`config.mk`:
```
export PLATFORM = sky130hd
export DESIGN_NAME = cubic_arc_length_simpson
export DESIGN_NICKNAME = d
export VERILOG_FILES = /design/src/rtl/core/cals_pkg.sv /design/src/rtl/core/cals_unit.sv /design/src/rtl/core/cubic_arc_length_simpson.sv
export SDC_FILE = /design/constraint.sdc
export NUM_CORES = 2
export LEC_CHECK = 0
export ABC_AREA = 1
export BUFFER_PORTS_ARGS = -buffer_cell sky130_fd_sc_hd__buf_2
export CAP_MARGIN = 20
export CORE_MARGIN = 5
export CORE_UTILIZATION = 50
export CTS_BUF_LIST = sky130_fd_sc_hd__clkbuf_4
export DETAILED_ROUTE_END_ITERATION = 6
export PLACE_DENSITY = 0.68
export SETUP_SLACK_MARGIN = 0.5
export SLEW_MARGIN = 25
export SYNTH_ARGS = -nofsm -noshare
export SYNTH_HDL_FRONTEND = slang
export SYNTH_SLANG_ARGS = --single-unit
```
`constraint.sdc`:
```
create_clock -name clk -period 13.36 [get_ports clk]
set_clock_uncertainty 0.2 [all_clocks]
set_input_delay 2.672 -clock clk [delete_from_list [all_inputs] [get_ports clk]]
set_output_delay 2.672 -clock clk [all_outputs]
set_load 0.03 [all_outputs]
```
`src/rtl/core/cals_pkg.sv`:
```
// Shared types and constants for the cubic arc length block.
package cals_pkg;

	// Operation codes of the shared arithmetic unit
	typedef enum logic [2:0] {
		OP_MUL  = 3'b001,
		OP_DIV  = 3'b010,
		OP_SQRT = 3'b100
	} unit_op_t;

	// Request word handed to the shared unit at start
	typedef struct packed {
		unit_op_t    op;
		logic [63:0] a;
		logic [63:0] b;
	} unit_req_t;

	// Register indexes of the configuration port
	localparam logic [1:0] REG_CUBIC  = 2'd0;
	localparam logic [1:0] REG_SQUARE = 2'd1;
	localparam logic [1:0] REG_LINEAR = 2'd2;

	localparam logic [47:0] LEN_MAX   = 48'hFFFF_FFFF_FFFF;
	localparam logic [61:0] LIM_Q32   = 62'h3FFF_FFFF_FFFF_FFFF;
	localparam logic [30:0] LIM_SLOPE = 31'h7FFF_FFFF;

endpackage

```
`src/rtl/core/cals_unit.sv`:
```
// Shared bit-serial multiplier, restoring divider and square root unit.
module cals_unit (
	input  logic                clk,
	input  logic                arst_n,
	input  logic                start,
	input  cals_pkg::unit_req_t req,
	output logic                done,
	output logic [63:0]         res_lo,
	output logic [63:0]         res_hi
);
	import cals_pkg::*;

	unit_op_t    op_q;
	logic        busy_q;
	logic        done_q;
	logic [5:0]  cnt_q;
	logic [63:0] hi_q;
	logic [63:0] lo_q;
	logic [63:0] mc_q;

	logic [64:0] mul_sum;
	logic [64:0] div_t;
	logic        div_ge;
	logic [64:0] div_diff;
	logic [63:0] sq_trial;
	logic        sq_ge;

	// One add, subtract or compare per step
	always_comb begin
		mul_sum  = {1'b0, hi_q} + (lo_q[0] ? {1'b0, mc_q} : 65'd0);
		div_t    = {hi_q, lo_q[63]};
		div_ge   = div_t >= {1'b0, mc_q};
		div_diff = div_t - {1'b0, mc_q};
		sq_trial = lo_q + mc_q;
		sq_ge    = hi_q >= sq_trial;
	end

	// Load operands, then advance one step a cycle
	always_ff @(posedge clk or negedge arst_n) begin
		if (!arst_n) begin
			busy_q <= 1'b0;
			done_q <= 1'b0;
			cnt_q  <= 6'd0;
			op_q   <= OP_MUL;
		end else begin
			done_q <= 1'b0;
			if (start) begin
				busy_q <= 1'b1;
				op_q   <= req.op;
				case (req.op)
					OP_DIV:  cnt_q <= 6'd63;
					default: cnt_q <= 6'd31;
				endcase
			end else if (busy_q) begin
				cnt_q <= cnt_q - 6'd1;
				if (cnt_q == 6'd0) begin
					busy_q <= 1'b0;
					done_q <= 1'b1;
				end
			end
		end
	end

	always_ff @(posedge clk) begin
		if (start) begin
			case (req.op)
				OP_DIV: begin
					hi_q <= 64'd0;
					lo_q <= req.a;
					mc_q <= req.b;
				end
				OP_SQRT: begin
					hi_q <= req.a;
					lo_q <= 64'd0;
					mc_q <= 64'h4000_0000_0000_0000;
				end
				default: begin
					hi_q <= 64'd0;
					lo_q <= {32'd0, req.b[31:0]};
					mc_q <= req.a;
				end
			endcase
		end else if (busy_q) begin
			case (op_q)
				OP_DIV: begin
					hi_q <= div_ge ? div_diff[63:0] : div_t[63:0];
					lo_q <= {lo_q[62:0], div_ge};
				end
				OP_SQRT: begin
					if (sq_ge) begin
						hi_q <= hi_q - sq_trial;
						lo_q <= {1'b0, lo_q[63:1]} + mc_q;
					end else begin
						lo_q <= {1'b0, lo_q[63:1]};
					end
					mc_q <= {2'b00, mc_q[63:2]};
				end
				default: begin
					hi_q <= mul_sum[64:1];
					lo_q <= {mul_sum[0], lo_q[63:1]};
				end
			endcase
		end
	end

	// Product is {hi, lo[63:32]}; quotient and remainder sit in lo and hi
	always_comb begin
		done = done_q;
		case (op_q)
			OP_MUL: begin
				res_lo = {hi_q[31:0], lo_q[63:32]};
				res_hi = {32'd0, hi_q[63:32]};
			end
			default: begin
				res_lo = lo_q;
				res_hi = hi_q;
			end
		endcase
	end

endmodule

```
`src/rtl/core/cubic_arc_length_simpson.sv`:
```
// Top level of the cubic arc length block: sequencer, registers and stream ports.
// Each input word gives the arc length of y = a x^3 + b x^2 + c x over [start_x, end_x]
// by the composite Simpson rule with n+1 samples (n clamped to MAX_INTERVALS, odd
// rounded up). All multiplies, divides and square roots run on one shared bit-serial unit: per
// sample two multiplies for the slope, one for its square and a square root; the span is
// divided once and the sum is scaled by two divides and two multiplies at the end. An empty
// range or a zero count skips the unit and gives a zero length. s_tready is low while an item
// is in work; a finished result waits in the output register while the next word is taken.
module cubic_arc_length_simpson #(
	parameter int MAX_INTERVALS = 1024
) (
	input  logic        clk,
	input  logic        arst_n,
	input  logic        s_tvalid,
	output logic        s_tready,
	input  logic [79:0] s_tdata,   // start_x[31:0], end_x[63:32], interval_count[74:64]
	output logic        m_tvalid,
	input  logic        m_tready,
	output logic [47:0] m_tdata,   // arc_length[47:0]
	output logic        m_tuser,   // overflow[0]
	input  logic        psel,
	input  logic        penable,
	input  logic        pwrite,
	input  logic [4:0]  paddr,
	input  logic [63:0] pwdata,
	output logic [63:0] prdata,
	output logic        pready
);
	import cals_pkg::*;

	localparam int NW = $clog2(MAX_INTERVALS + 2);

	typedef enum logic [11:0] {
		ST_IDLE     = 12'b000000000001,
		ST_SPAN_DIV = 12'b000000000010,
		ST_MUL1     = 12'b000000000100,
		ST_MUL2     = 12'b000000001000,
		ST_MUL3     = 12'b000000010000,
		ST_SQRT     = 12'b000000100000,
		ST_FIN_DIV  = 12'b000001000000,
		ST_FIN_MUL1 = 12'b000010000000,
		ST_FIN_MUL2 = 12'b000100000000,
		ST_FIN_DIV2 = 12'b001000000000,
		ST_DONE     = 12'b010000000000,
		ST_SPARE    = 12'b100000000000
	} state_t;

	state_t state_q;

	logic signed [47:0] coef_a_q, coef_b_q, coef_c_q;
	logic signed [31:0] x0_q, x_q;
	logic [31:0]        span_q, off_q, qinc_q;
	logic [NW-1:0]      n_q, i_q, rinc_q, rem_q;
	logic signed [63:0] t_q;
	logic [30:0]        m_q;
	logic [63:0]        v_q, acc_q, q_q, r_q, len_q, prod_q;
	logic               ov_q, wait_q;
	logic [47:0]        out_len_q;
	logic               out_ov_q, out_valid_q, res_ov_q;
	logic [47:0]        res_len_q;

	unit_req_t   req;
	logic        u_start, u_done;
	logic [63:0] u_lo, u_hi;

	cals_unit u_unit (
		.clk    (clk),
		.arst_n (arst_n),
		.start  (u_start),
		.req    (req),
		.done   (u_done),
		.res_lo (u_lo),
		.res_hi (u_hi)
	);

	// Configuration port
	assign pready = 1'b1;
	always_ff @(posedge clk or negedge arst_n) begin
		if (!arst_n) begin
			coef_a_q <= '0;
			coef_b_q <= '0;
			coef_c_q <= '0;
		end else if (psel && penable && pwrite) begin
			case (paddr[4:3])
				REG_CUBIC:  coef_a_q <= pwdata[47:0];
				REG_SQUARE: coef_b_q <= pwdata[47:0];
				REG_LINEAR: coef_c_q <= pwdata[47:0];
				default: ;
			endcase
		end
	end

	always_comb begin
		case (paddr[4:3])
			REG_CUBIC:  prdata = {16'd0, coef_a_q};
			REG_SQUARE: prdata = {16'd0, coef_b_q};
			REG_LINEAR: prdata = {16'd0, coef_c_q};
			default:    prdata = 64'd0;
		endcase
	end

	// Input decode
	logic signed [31:0] in_x0, in_x1;
	logic [31:0]        cnt32, ncl32, nrnd32;
	always_comb begin
		in_x0  = s_tdata[31:0];
		in_x1  = s_tdata[63:32];
		cnt32  = {21'd0, s_tdata[74:64]};
		ncl32  = (cnt32 > 32'(MAX_INTERVALS)) ? 32'(MAX_INTERVALS) : cnt32;
		nrnd32 = ncl32 + {31'd0, ncl32[0]};
	end

	// Operand helpers
	logic signed [49:0] a3;
	logic [49:0]        a3_mag;
	logic [31:0]        x_mag;
	logic [63:0]        t_mag;
	logic [NW+1:0]      tot;
	always_comb begin
		a3     = {{2{coef_a_q[47]}}, coef_a_q} + {coef_a_q[47], coef_a_q, 1'b0};
		a3_mag = a3[49] ? 50'(-a3) : a3;
		x_mag  = x_q[31] ? 32'(-x_q) : x_q;
		t_mag  = t_q[63] ? 64'(-t_q) : t_q;
		tot    = {1'b0, n_q, 1'b0} + {2'b00, n_q};
	end

	// Select operands for the step in work
	always_comb begin
		req.op = OP_MUL;
		req.a  = 64'd0;
		req.b  = 64'd0;
		case (state_q)
			ST_SPAN_DIV: begin
				req.op = OP_DIV;
				req.a  = {32'd0, span_q};
				req.b  = 64'(n_q);
			end
			ST_MUL1: begin
				req.a = 64'(a3_mag);
				req.b = {32'd0, x_mag};
			end
			ST_MUL2: begin
				req.a = t_mag;
				req.b = {32'd0, x_mag};
			end
			ST_MUL3: begin
				req.a = {33'd0, m_q};
				req.b = {33'd0, m_q};
			end
			ST_SQRT: begin
				req.op = OP_SQRT;
				req.a  = v_q;
			end
			ST_FIN_DIV: begin
				req.op = OP_DIV;
				req.a  = acc_q;
				req.b  = 64'(tot);
			end
			ST_FIN_MUL1: begin
				req.a = q_q;
				req.b = {32'd0, span_q};
			end
			ST_FIN_MUL2: begin
				req.a = r_q;
				req.b = {32'd0, span_q};
			end
			ST_FIN_DIV2: begin
				req.op = OP_DIV;
				req.a  = prod_q;
				req.b  = 64'(tot);
			end
			default: ;
		endcase
	end

	logic calc;
	always_comb begin
		case (state_q)
			ST_SPAN_DIV, ST_MUL1, ST_MUL2, ST_MUL3, ST_SQRT,
			ST_FIN_DIV, ST_FIN_MUL1, ST_FIN_MUL2, ST_FIN_DIV2: calc = 1'b1;
			default: calc = 1'b0;
		endcase
	end
	assign u_start = calc && !wait_q;

	// Round a slope product to Q.32, then add and saturate; round the slope magnitude to Q.16
	logic [95:0]        prod96, rnd96;
	logic [79:0]        res80;
	logic               mul_sat, mul_neg;
	logic [61:0]        mr_mag;
	logic signed [63:0] mr_val, addend, sum64, sat64;
	logic               add_sat;
	logic [63:0]        sat_mag;
	logic [46:0]        pm47;
	logic               pm_sat;
	logic [30:0]        pm;
	always_comb begin
		prod96  = {u_hi[31:0], u_lo};
		rnd96   = prod96 + 96'h8000;
		res80   = rnd96[95:16];
		mul_sat = res80 > {18'd0, LIM_Q32};
		mr_mag  = mul_sat ? LIM_Q32 : res80[61:0];
		mul_neg = (state_q == ST_MUL1) ? (coef_a_q[47] ^ x_q[31]) : (t_q[63] ^ x_q[31]);
		mr_val  = mul_neg ? -$signed({2'b00, mr_mag}) : $signed({2'b00, mr_mag});
		addend  = (state_q == ST_MUL1) ? 64'($signed({coef_b_q, 1'b0})) : 64'(coef_c_q);
		sum64   = mr_val + addend;
		add_sat = 1'b0;
		sat64   = sum64;
		if (sum64 > $signed({2'b00, LIM_Q32})) begin
			add_sat = 1'b1;
			sat64   = $signed({2'b00, LIM_Q32});
		end else if (sum64 < -$signed({2'b00, LIM_Q32})) begin
			add_sat = 1'b1;
			sat64   = -$signed({2'b00, LIM_Q32});
		end
		sat_mag = sat64[63] ? 64'(-sat64) : sat64;
		pm47    = 47'((sat_mag + 64'h8000) >> 16);
		pm_sat  = pm47 > {16'd0, LIM_SLOPE};
		pm      = pm_sat ? LIM_SLOPE : pm47[30:0];
	end

	// Sample weight and next sample point
	logic [63:0]   s_w;
	logic [NW:0]   rsum;
	logic          wrap;
	logic [31:0]   off_n;
	always_comb begin
		if (i_q == '0 || i_q == n_q)
			s_w = {32'd0, u_lo[31:0]};
		else if (i_q[0])
			s_w = {30'd0, u_lo[31:0], 2'b00};
		else
			s_w = {31'd0, u_lo[31:0], 1'b0};
		rsum  = {1'b0, rem_q} + {1'b0, rinc_q};
		wrap  = rsum >= {1'b0, n_q};
		off_n = off_q + qinc_q + {31'd0, wrap};
	end

	// Final sum and rounding
	logic [64:0] len_sum, len_rnd;
	logic        len_sat;
	always_comb begin
		len_sum = {1'b0, len_q} + {1'b0, u_lo};
		len_rnd = (len_sum + 65'h8000) >> 16;
		len_sat = len_rnd > {17'd0, LEN_MAX};
	end

	// Sequencer
	always_ff @(posedge clk or negedge arst_n) begin
		if (!arst_n) begin
			state_q     <= ST_IDLE;
			wait_q      <= 1'b0;
			out_valid_q <= 1'b0;
			ov_q        <= 1'b0;
			i_q         <= '0;
			n_q         <= '0;
		end else begin
			if (out_valid_q && m_tready)
				out_valid_q <= 1'b0;
			if (u_start)
				wait_q <= 1'b1;
			if (u_done)
				wait_q <= 1'b0;
			case (state_q)
				ST_IDLE: begin
					if (s_tvalid) begin
						x0_q   <= in_x0;
						x_q    <= in_x0;
						span_q <= 32'(in_x1 - in_x0);
						n_q    <= NW'(nrnd32);
						i_q    <= '0;
						ov_q   <= 1'b0;
						if (in_x1 <= in_x0 || cnt32 == 32'd0) begin
							res_len_q <= 48'd0;
							res_ov_q  <= 1'b0;
							state_q   <= ST_DONE;
						end else begin
							state_q <= ST_SPAN_DIV;
						end
					end
				end
				ST_SPAN_DIV: if (u_done) begin
					qinc_q  <= u_lo[31:0];
					rinc_q  <= u_hi[NW-1:0];
					i_q     <= '0;
					off_q   <= 32'd0;
					rem_q   <= '0;
					acc_q   <= 64'd0;
					state_q <= ST_MUL1;
				end
				ST_MUL1: if (u_done) begin
					t_q     <= sat64;
					ov_q    <= ov_q | mul_sat | add_sat;
					state_q <= ST_MUL2;
				end
				ST_MUL2: if (u_done) begin
					m_q     <= pm;
					ov_q    <= ov_q | mul_sat | add_sat | pm_sat;
					state_q <= ST_MUL3;
				end
				ST_MUL3: if (u_done) begin
					v_q     <= u_lo + 64'h1_0000_0000;
					state_q <= ST_SQRT;
				end
				ST_SQRT: if (u_done) begin
					acc_q <= acc_q + s_w;
					if (i_q == n_q) begin
						state_q <= ST_FIN_DIV;
					end else begin
						i_q     <= i_q + 1'b1;
						rem_q   <= wrap ? NW'(rsum - {1'b0, n_q}) : rsum[NW-1:0];
						off_q   <= off_n;
						x_q     <= x0_q + $signed(off_n);
						state_q <= ST_MUL1;
					end
				end
				ST_FIN_DIV: if (u_done) begin
					q_q     <= u_lo;
					r_q     <= u_hi;
					state_q <= ST_FIN_MUL1;
				end
				ST_FIN_MUL1: if (u_done) begin
					len_q   <= u_lo;
					state_q <= ST_FIN_MUL2;
				end
				ST_FIN_MUL2: if (u_done) begin
					prod_q  <= u_lo;
					state_q <= ST_FIN_DIV2;
				end
				ST_FIN_DIV2: if (u_done) begin
					res_ov_q  <= ov_q | len_sat;
					res_len_q <= (ov_q | len_sat) ? LEN_MAX : len_rnd[47:0];
					state_q   <= ST_DONE;
				end
				ST_DONE: begin
					if (!out_valid_q || m_tready) begin
						out_valid_q <= 1'b1;
						state_q     <= ST_IDLE;
					end
				end
				default: state_q <= ST_IDLE;
			endcase
		end
	end

	// Output register
	always_ff @(posedge clk) begin
		if (state_q == ST_DONE && (!out_valid_q || m_tready)) begin
			out_len_q <= res_len_q;
			out_ov_q  <= res_ov_q;
		end
	end

	assign s_tready = (state_q == ST_IDLE);
	assign m_tvalid = out_valid_q;
	assign m_tdata  = out_len_q;
	assign m_tuser  = out_ov_q;

`ifndef SYNTH
	a_done_waits: assert property (@(posedge clk) disable iff (!arst_n)
		u_done |-> wait_q)
		else $error("unit finished with no request pending");
	a_sample_index: assert property (@(posedge clk) disable iff (!arst_n)
		(state_q != ST_IDLE) |-> (i_q <= n_q))
		else $error("sample index ran past interval count");
	a_sat_value: assert property (@(posedge clk) disable iff (!arst_n)
		(m_tvalid && m_tuser) |-> (m_tdata == LEN_MAX))
		else $error("overflow flagged without saturated length");
`endif

endmodule

```
### Word level (Yosys, flattened, before mapping)

Cells that the tools add are included.

| storage, ports and cells | value |
|---|---|
| register bits | 1143 |
| input port bits | 156 |
| output and inout port bits | 116 |
| logic and storage cells | 260 |

| operators by class | value |
|---|---|
| $add $sub $neg | 28 |
| magnitude comparators | 10 |
| eq/ne operators | 33 |
| mux-type cells | 99 |
| bitwise logic cells | 6 |
| reduce and logical (&&, ||, !) cells | 48 |

Operator list:

| operator | number |
|---|---|
| $mux 64 | 20 |
| $pmux 64 s2 | 5 |
| $pmux 64 s9 | 1 |
| $mux 32 | 8 |
| $add 64x64->64 | 3 |
| $mux 48 | 4 |
| $pmux 32 s5 | 1 |
| $pmux 48 s3 | 1 |
| $mux 12 | 11 |
| $pmux 12 s11 | 1 |
| $add 64x64->65 | 2 |
| $pmux 32 s2 | 2 |
| $sub 64x64->64 | 2 |
| $mux 11 | 9 |
| $add 96x16->96 const B | 1 |
| $pmux 48 s2 | 1 |
| $gt 80x62->1 const B | 1 |
| $mux 34 | 2 |
| $add 65x16->65 const B | 1 |
| $ge 65x64->1 | 1 |
| $add 32x32->32 | 2 |
| $add 63x64->64 | 1 |
| $add 64x33->64 const B | 1 |
| $ge 64x64->1 | 1 |
| other kinds (72) | 142 |

### Longest topological paths before layout

| depth | value |
|---|---|
| depth after elaboration | 18 |
| gate-level depth with buffers | 92 |
| depth with buffers taken out | 86 |

### Cells and area by module

From an unflattened synthesis, not the netlist that was laid out.

| second synthesis, totals | value |
|---|---|
| cells, all modules | 16373 |
| area total of the unflattened synthesis | 109191.0 sq um |

By module, submodules not included:

| module | instances | cells each | area each (sq um) | sequential area each (sq um) |
|---|---|---|---|---|
| cubic_arc_length_simpson | 1 | 8665 | 67913.9 | 27272.4 |
| cals_unit | 1 | 7708 | 41277.1 | 6042.0 |

### Worst setup path after synthesis

No wires, ideal clock.

| path | value |
|---|---|
| kind | register to register |
| start point | register u_unit.op_q[0] |
| end point | register m_q[12], data pin |
| arrival time | 11236 ps |
| setup slack | 1665 ps |
| stages on the path, launching flop included | 85 |
| buffers on the path | 8 |
| cell sequence | dfstp_2 -> buf_4 -> nand3_4 -> buf_8 -> nand2_1 -> o21ai_2 -> inv_1 -> ha_1 -> nand2_1 -> nor2_4 -> nand2_1 -> nor2_2 -> nand2_1 -> nor2_2 -> nand3_1 -> nand2_2 -> nand2_2 -> nor2_4 -> (+49 left out) -> nand2_4 -> nand2_1 -> nand2_1 -> nand2_1 -> ha_1 -> nor3b_4 -> nand3_2 -> inv_1 -> nand2_2 -> nor2_4 -> nand3_1 -> nand2_1 -> nand2_1 -> a21oi_2 -> nand3_2 -> nor2_4 -> buf_8 -> nand3_2 |

| between the ends | value |
|---|---|
| word-level cells in the longest chain between the ends | 15 |

RTL lines:

| what | line | text |
|---|---|---|
| start: declaration | cals_unit.sv:13 | `unit_op_t op_q;` |
| start signal: assignment | cals_unit.sv:49 | `op_q <= req.op;` |
| $eq 3x1->1 * | cals_unit.sv:109 | `case (op_q)` |
| $mux 64 * | cals_unit.sv:109 |  |
| via u_lo[15] | cubic_arc_length_simpson.sv:64 | `logic [63:0] u_lo, u_hi;` |
| $add 96x16->96 * | cubic_arc_length_simpson.sv:199 | `rnd96 = prod96 + 96'h8000;` |
| $gt 80x62->1 | cubic_arc_length_simpson.sv:201 | `mul_sat = res80 > {18'd0, LIM_Q32};` |
| $mux 62 * | cubic_arc_length_simpson.sv:202 | `mr_mag = mul_sat ? LIM_Q32 : res80[61:0];` |
| $neg 62->64 | cubic_arc_length_simpson.sv:204 | `mr_val = mul_neg ? -$signed({2'b00, mr_mag}) : $signed({2'b00, mr_mag});` |
| $mux 64 * | cubic_arc_length_simpson.sv:204 |  |
| $add 64x64->64 * | cubic_arc_length_simpson.sv:206 | `sum64 = mr_val + addend;` |
| $lt 64x63->1 | cubic_arc_length_simpson.sv:212 | `end else if (sum64 < -$signed({2'b00, LIM_Q32})) begin` |
| $mux 64 | cubic_arc_length_simpson.sv:212 |  |
| $mux 64 * | cubic_arc_length_simpson.sv:209 | `if (sum64 > $signed({2'b00, LIM_Q32})) begin` |
| $neg 63->63 | cubic_arc_length_simpson.sv:216 | `sat_mag = sat64[63] ? 64'(-sat64) : sat64;` |
| $mux 63 * | cubic_arc_length_simpson.sv:216 |  |
| $add 63x16->63 * | cubic_arc_length_simpson.sv:217 | `pm47 = 47'((sat_mag + 64'h8000) >> 16);` |
| $gt 47x31->1 | cubic_arc_length_simpson.sv:218 | `pm_sat = pm47 > {16'd0, LIM_SLOPE};` |
| end signal: assignment | cubic_arc_length_simpson.sv:297 | `m_q <= pm;` |
| end: declaration | cubic_arc_length_simpson.sv:55 | `logic [30:0] m_q;` |

Mark *: on every way through the listed nets, which the timed path passes. The rest lies on a longest branch.
A chain may end at the register's enable or synchronous reset.

### Worst setup path after layout

| path | value |
|---|---|
| start point | register u_unit.op_q[0] |
| end point | register m_q[26], data pin |

The elaborated chain is that of the path after synthesis.

==> reports/qor.csv <==
stage,metric,value,unit
outcome,failed_checks,DRC,
finish,layout_commonest_cell,nand2_1,
timing,period_needed,13.06,ns
routing,drtIter0Drc,14800,
critical_path,crit_type,reg2reg,
outcome,status,finished with violations,
cts,cts_hold_buf,0,
synthesis,ys_ff_latch,1141,
synthesis,yosysWarnings,0,
synthesis,ys_types,82,
finish,drive_gt1_frac,0.221,
routing,wirelength,477000,um
synthesis,synth_top_cell_by_area,edfxtp_1,
critical_path,path_max_fanout,8,
critical_path,r2r_setup_slack,0.30,ns
global_route,track_usage,0.442,
die,die_w,454,um
critical_path,cp.arrival,13.98,ns
min_path,hp-class,reg2reg,
critical_path,reg2reg_depth,84,
die,rows,163,
cts,cts_buffers,337,
cts,clk_path_buf_depth,4,
critical_path,startpoint,u_unit.op_q[0]$_DFFE_PN1P_,
timing,final.period_utilization,0.978,
global_route,grt_pass1_vias,99300,
finish,final_cell_mix,"2516 x nand2_1, 1630 x inv_1, 1522 x buf_4",
synthesis,ys_top_cells_by_area,"edfxtp_1 29%, nand2_1 9.9%, ha_1 9.2%",
die,ios,272,
critical_path,end_kind,register,
timing,slew_viol_final,0,
synthesis,avgSynthCellArea,7.61,um2
critical_path,cpMostUsedCell,nand2_2,
critical_path,max_stage_delay,0.58,ns
cts,h-tree-depth,5,
critical_path,r2r-end,m_q[26]$_SDFFCE_PN1P_,
placement,hpwl,381000,um
placement,gp_congestion,1.11,
global_route,antenna_found_initial,42,
synthesis,synthesis.area,0.0987,mm2
critical_path,critPathCapture,m_q[26]$_SDFFCE_PN1P_,
timing,max_freq,76.6,MHz
placement,port_buffers,230,
global_route,grt-ovfl-total,0,
synthesis,ys_seq_area_frac,0.337,
run,cap_violations,0,
timing,maxSlewHeadroom,0.0705,
die,die_h,454,um
finish,nFillCells,17800,
critical_path,cp.required,14.28,ns
critical_path,worst-path-buf-inv,14,
routing,dr.pass1.iters,7,
routing,vias,106000,
critical_path,r2r_start,u_unit.op_q[0]$_DFFE_PN1P_,
finish,final_nets,15700,
cts,clock-sinks,1141,
die,coreArea,0.197,mm2
die,start_util,0.502,
cts,clk_pin_slew,0.08,ns
timing,tightest_slew,1.38,ns
global_route,grt_pass1_wl,668000,um
critical_path,cp.depth,84,
routing,wl_per_cell,27.0,um
finish,syn_to_final_growth,21.7,%
cts,cts-root-buf,clkbuf_4,
routing,drc,34,
cts,cts_tree,done,
timing,hold_violations,0,
cts,clk_latency,1.40,ns
timing,rsz0062_at_grt,yes,
synthesis,ys_async_sr_fraction,0.167,
critical_path,cp_slowest_cell,dfstp_2,
finish,utilization,0.611,
synthesis,synth_enable_flop_cells,951,
synthesis,synth_flop_cell,edfxtp_1,
routing,antenna_left,0,
synthesis,synth_top_area_share,0.289,
critical_path,startpoint_type,register,
routing,via_per_inst,6.03,
die,die_area,0.206,mm2
synthesis,syn_inst,13000,
critical_path,crit_family,simple AND/OR/NAND/NOR gates,
global_route,grt_start_max_net_pins,131,
timing,setup_viol,0,
==> cells by family (layout without fill, tap and decap cells) <==
logic type,after synthesis,in the layout,share of synthesized area
XOR/XNOR,698,698,0.0619
other,2,47,0.0000761
adder cells (fa/ha/maj),742,742,0.0951
multiplexers,46,46,0.00523
buffers and inverters,2092,4083,0.0856
AO/OA/AOI/OAI,2998,2998,0.175
AND/OR/NAND/NOR,5258,5258,0.239
flip-flops,1141,1141,0.337
==> cell usage after synthesis (45+ instances only) <==
library cell and number:
nand2_1 2596, inv_1 1642, nor2_1 1207, a21oi_1 1117, o21ai_0 991, edfxtp_1 951, ha_1 728, nand3_1 555
xor2_1 432, clkbuf_1 285, xnor2_1 266, dfrtp_1 188, nor3_1 152, nand2_2 140, a31oi_1 131, nand4_1 127
o211ai_1 122, nor2_2 106, o221ai_1 102, o22ai_1 88, or2_2 69, o21a_1 68, nand2_4 66, nand3_2 65
nor4_1 55, a22o_1 51, a221oi_1 46, inv_2 46, mux2_2 45
==> layout make-up <==
| class | instances | area [um2] | area share |
|---|---|---|---|
| Multi-Input combinational cell | 9759 | 59100 | 0.492 |
| Sequential cell | 1141 | 33300 | 0.277 |
| Timing Repair Buffer | 1834 | 14000 | 0.116 |
| Inverter | 1701 | 6420 | 0.0534 |
| Clock buffer | 457 | 3430 | 0.0285 |
| Tap cell | 2640 | 3300 | 0.0275 |
| Clock inverter | 91 | 533 | 0.00443 |
| Antenna cell | 30 | 75.1 | 0.000625 |
==> metrics by stage <==
step                      setup slack [ns]  cell area, um2  std cells  hold slack (ns)  TNS, ns
after detailed placement            -0.393          113000      17000            0.205   -11.19
after global routing                -0.275          120000      17600            0.178    -7.62
final                                0.299          120000      17700            0.154        0
after global placement              -0.243          113000      17000            0.201    -6.56
after CTS                            0.500          118000      17500            0.153        0
after floorplan                       1.67           98800      13000            0.200        0
==> repair_timing <==
item / CTS / global route
buffers inserted: 8 / 61
resized for setup: 62 / 374
gates cloned: 1 / 12
setup endpoints to repair: 32 / 32
pin swaps: 4 / 134
==> routing by layer <==
metal,track usage,up-vias,share of wire
met2,0.656,7102,0.41
met1,0.552,49700,0.37
met3,0.129,1602,0.12
met5,0,-,0.00019
li1,-,48000,-
met4,0.314,14,0.092
==> sequential cells by signal (all words and copies together) (netlist names), 64 cells and up <==
name,count
prod_q,64
acc_q,64
u_unit.hi_q,64
t_q,64
u_unit.lo_q,64
v_q,64
q_q,64
u_unit.mc_q,64
r_q,64
len_q,64
==> worst reg2reg max path: cells and delay by family (launching register included) <==
family,cells,cell delay (ns)
AOI/OAI and AO/OA,4,0.73
xor gates and xnor gates,3,0.57
adders and majority gates,3,0.85
buffers and inverters,14,1.64
DFF,1,0.58
and+or+nand+nor,60,8.25
==> worst min-delay path by stage <==
stage	slack [ns]	to	cells after the start	from
finish	0.15	m_tdata[19]$_DFFE_PP_	0	res_len_q[19]$_SDFFCE_PP0P_
global route	0.18	m_tdata[19]$_DFFE_PP_	0	res_len_q[19]$_SDFFCE_PP0P_
CTS	0.15	m_tdata[19]$_DFFE_PP_	0	res_len_q[19]$_SDFFCE_PP0P_
detailed placement	0.21	m_tdata[39]$_DFFE_PP_	0	res_len_q[39]$_SDFFCE_PP0P_
global placement	0.20	m_tdata[28]$_DFFE_PP_	0	res_len_q[28]$_SDFFCE_PP0P_
floorplan	0.20	m_tdata[0]$_DFFE_PP_	0	res_len_q[0]$_SDFFCE_PP0P_
Power is not shown: default switching activity piles up to over one toggle a cycle in this logic, so the estimate is an artifact.
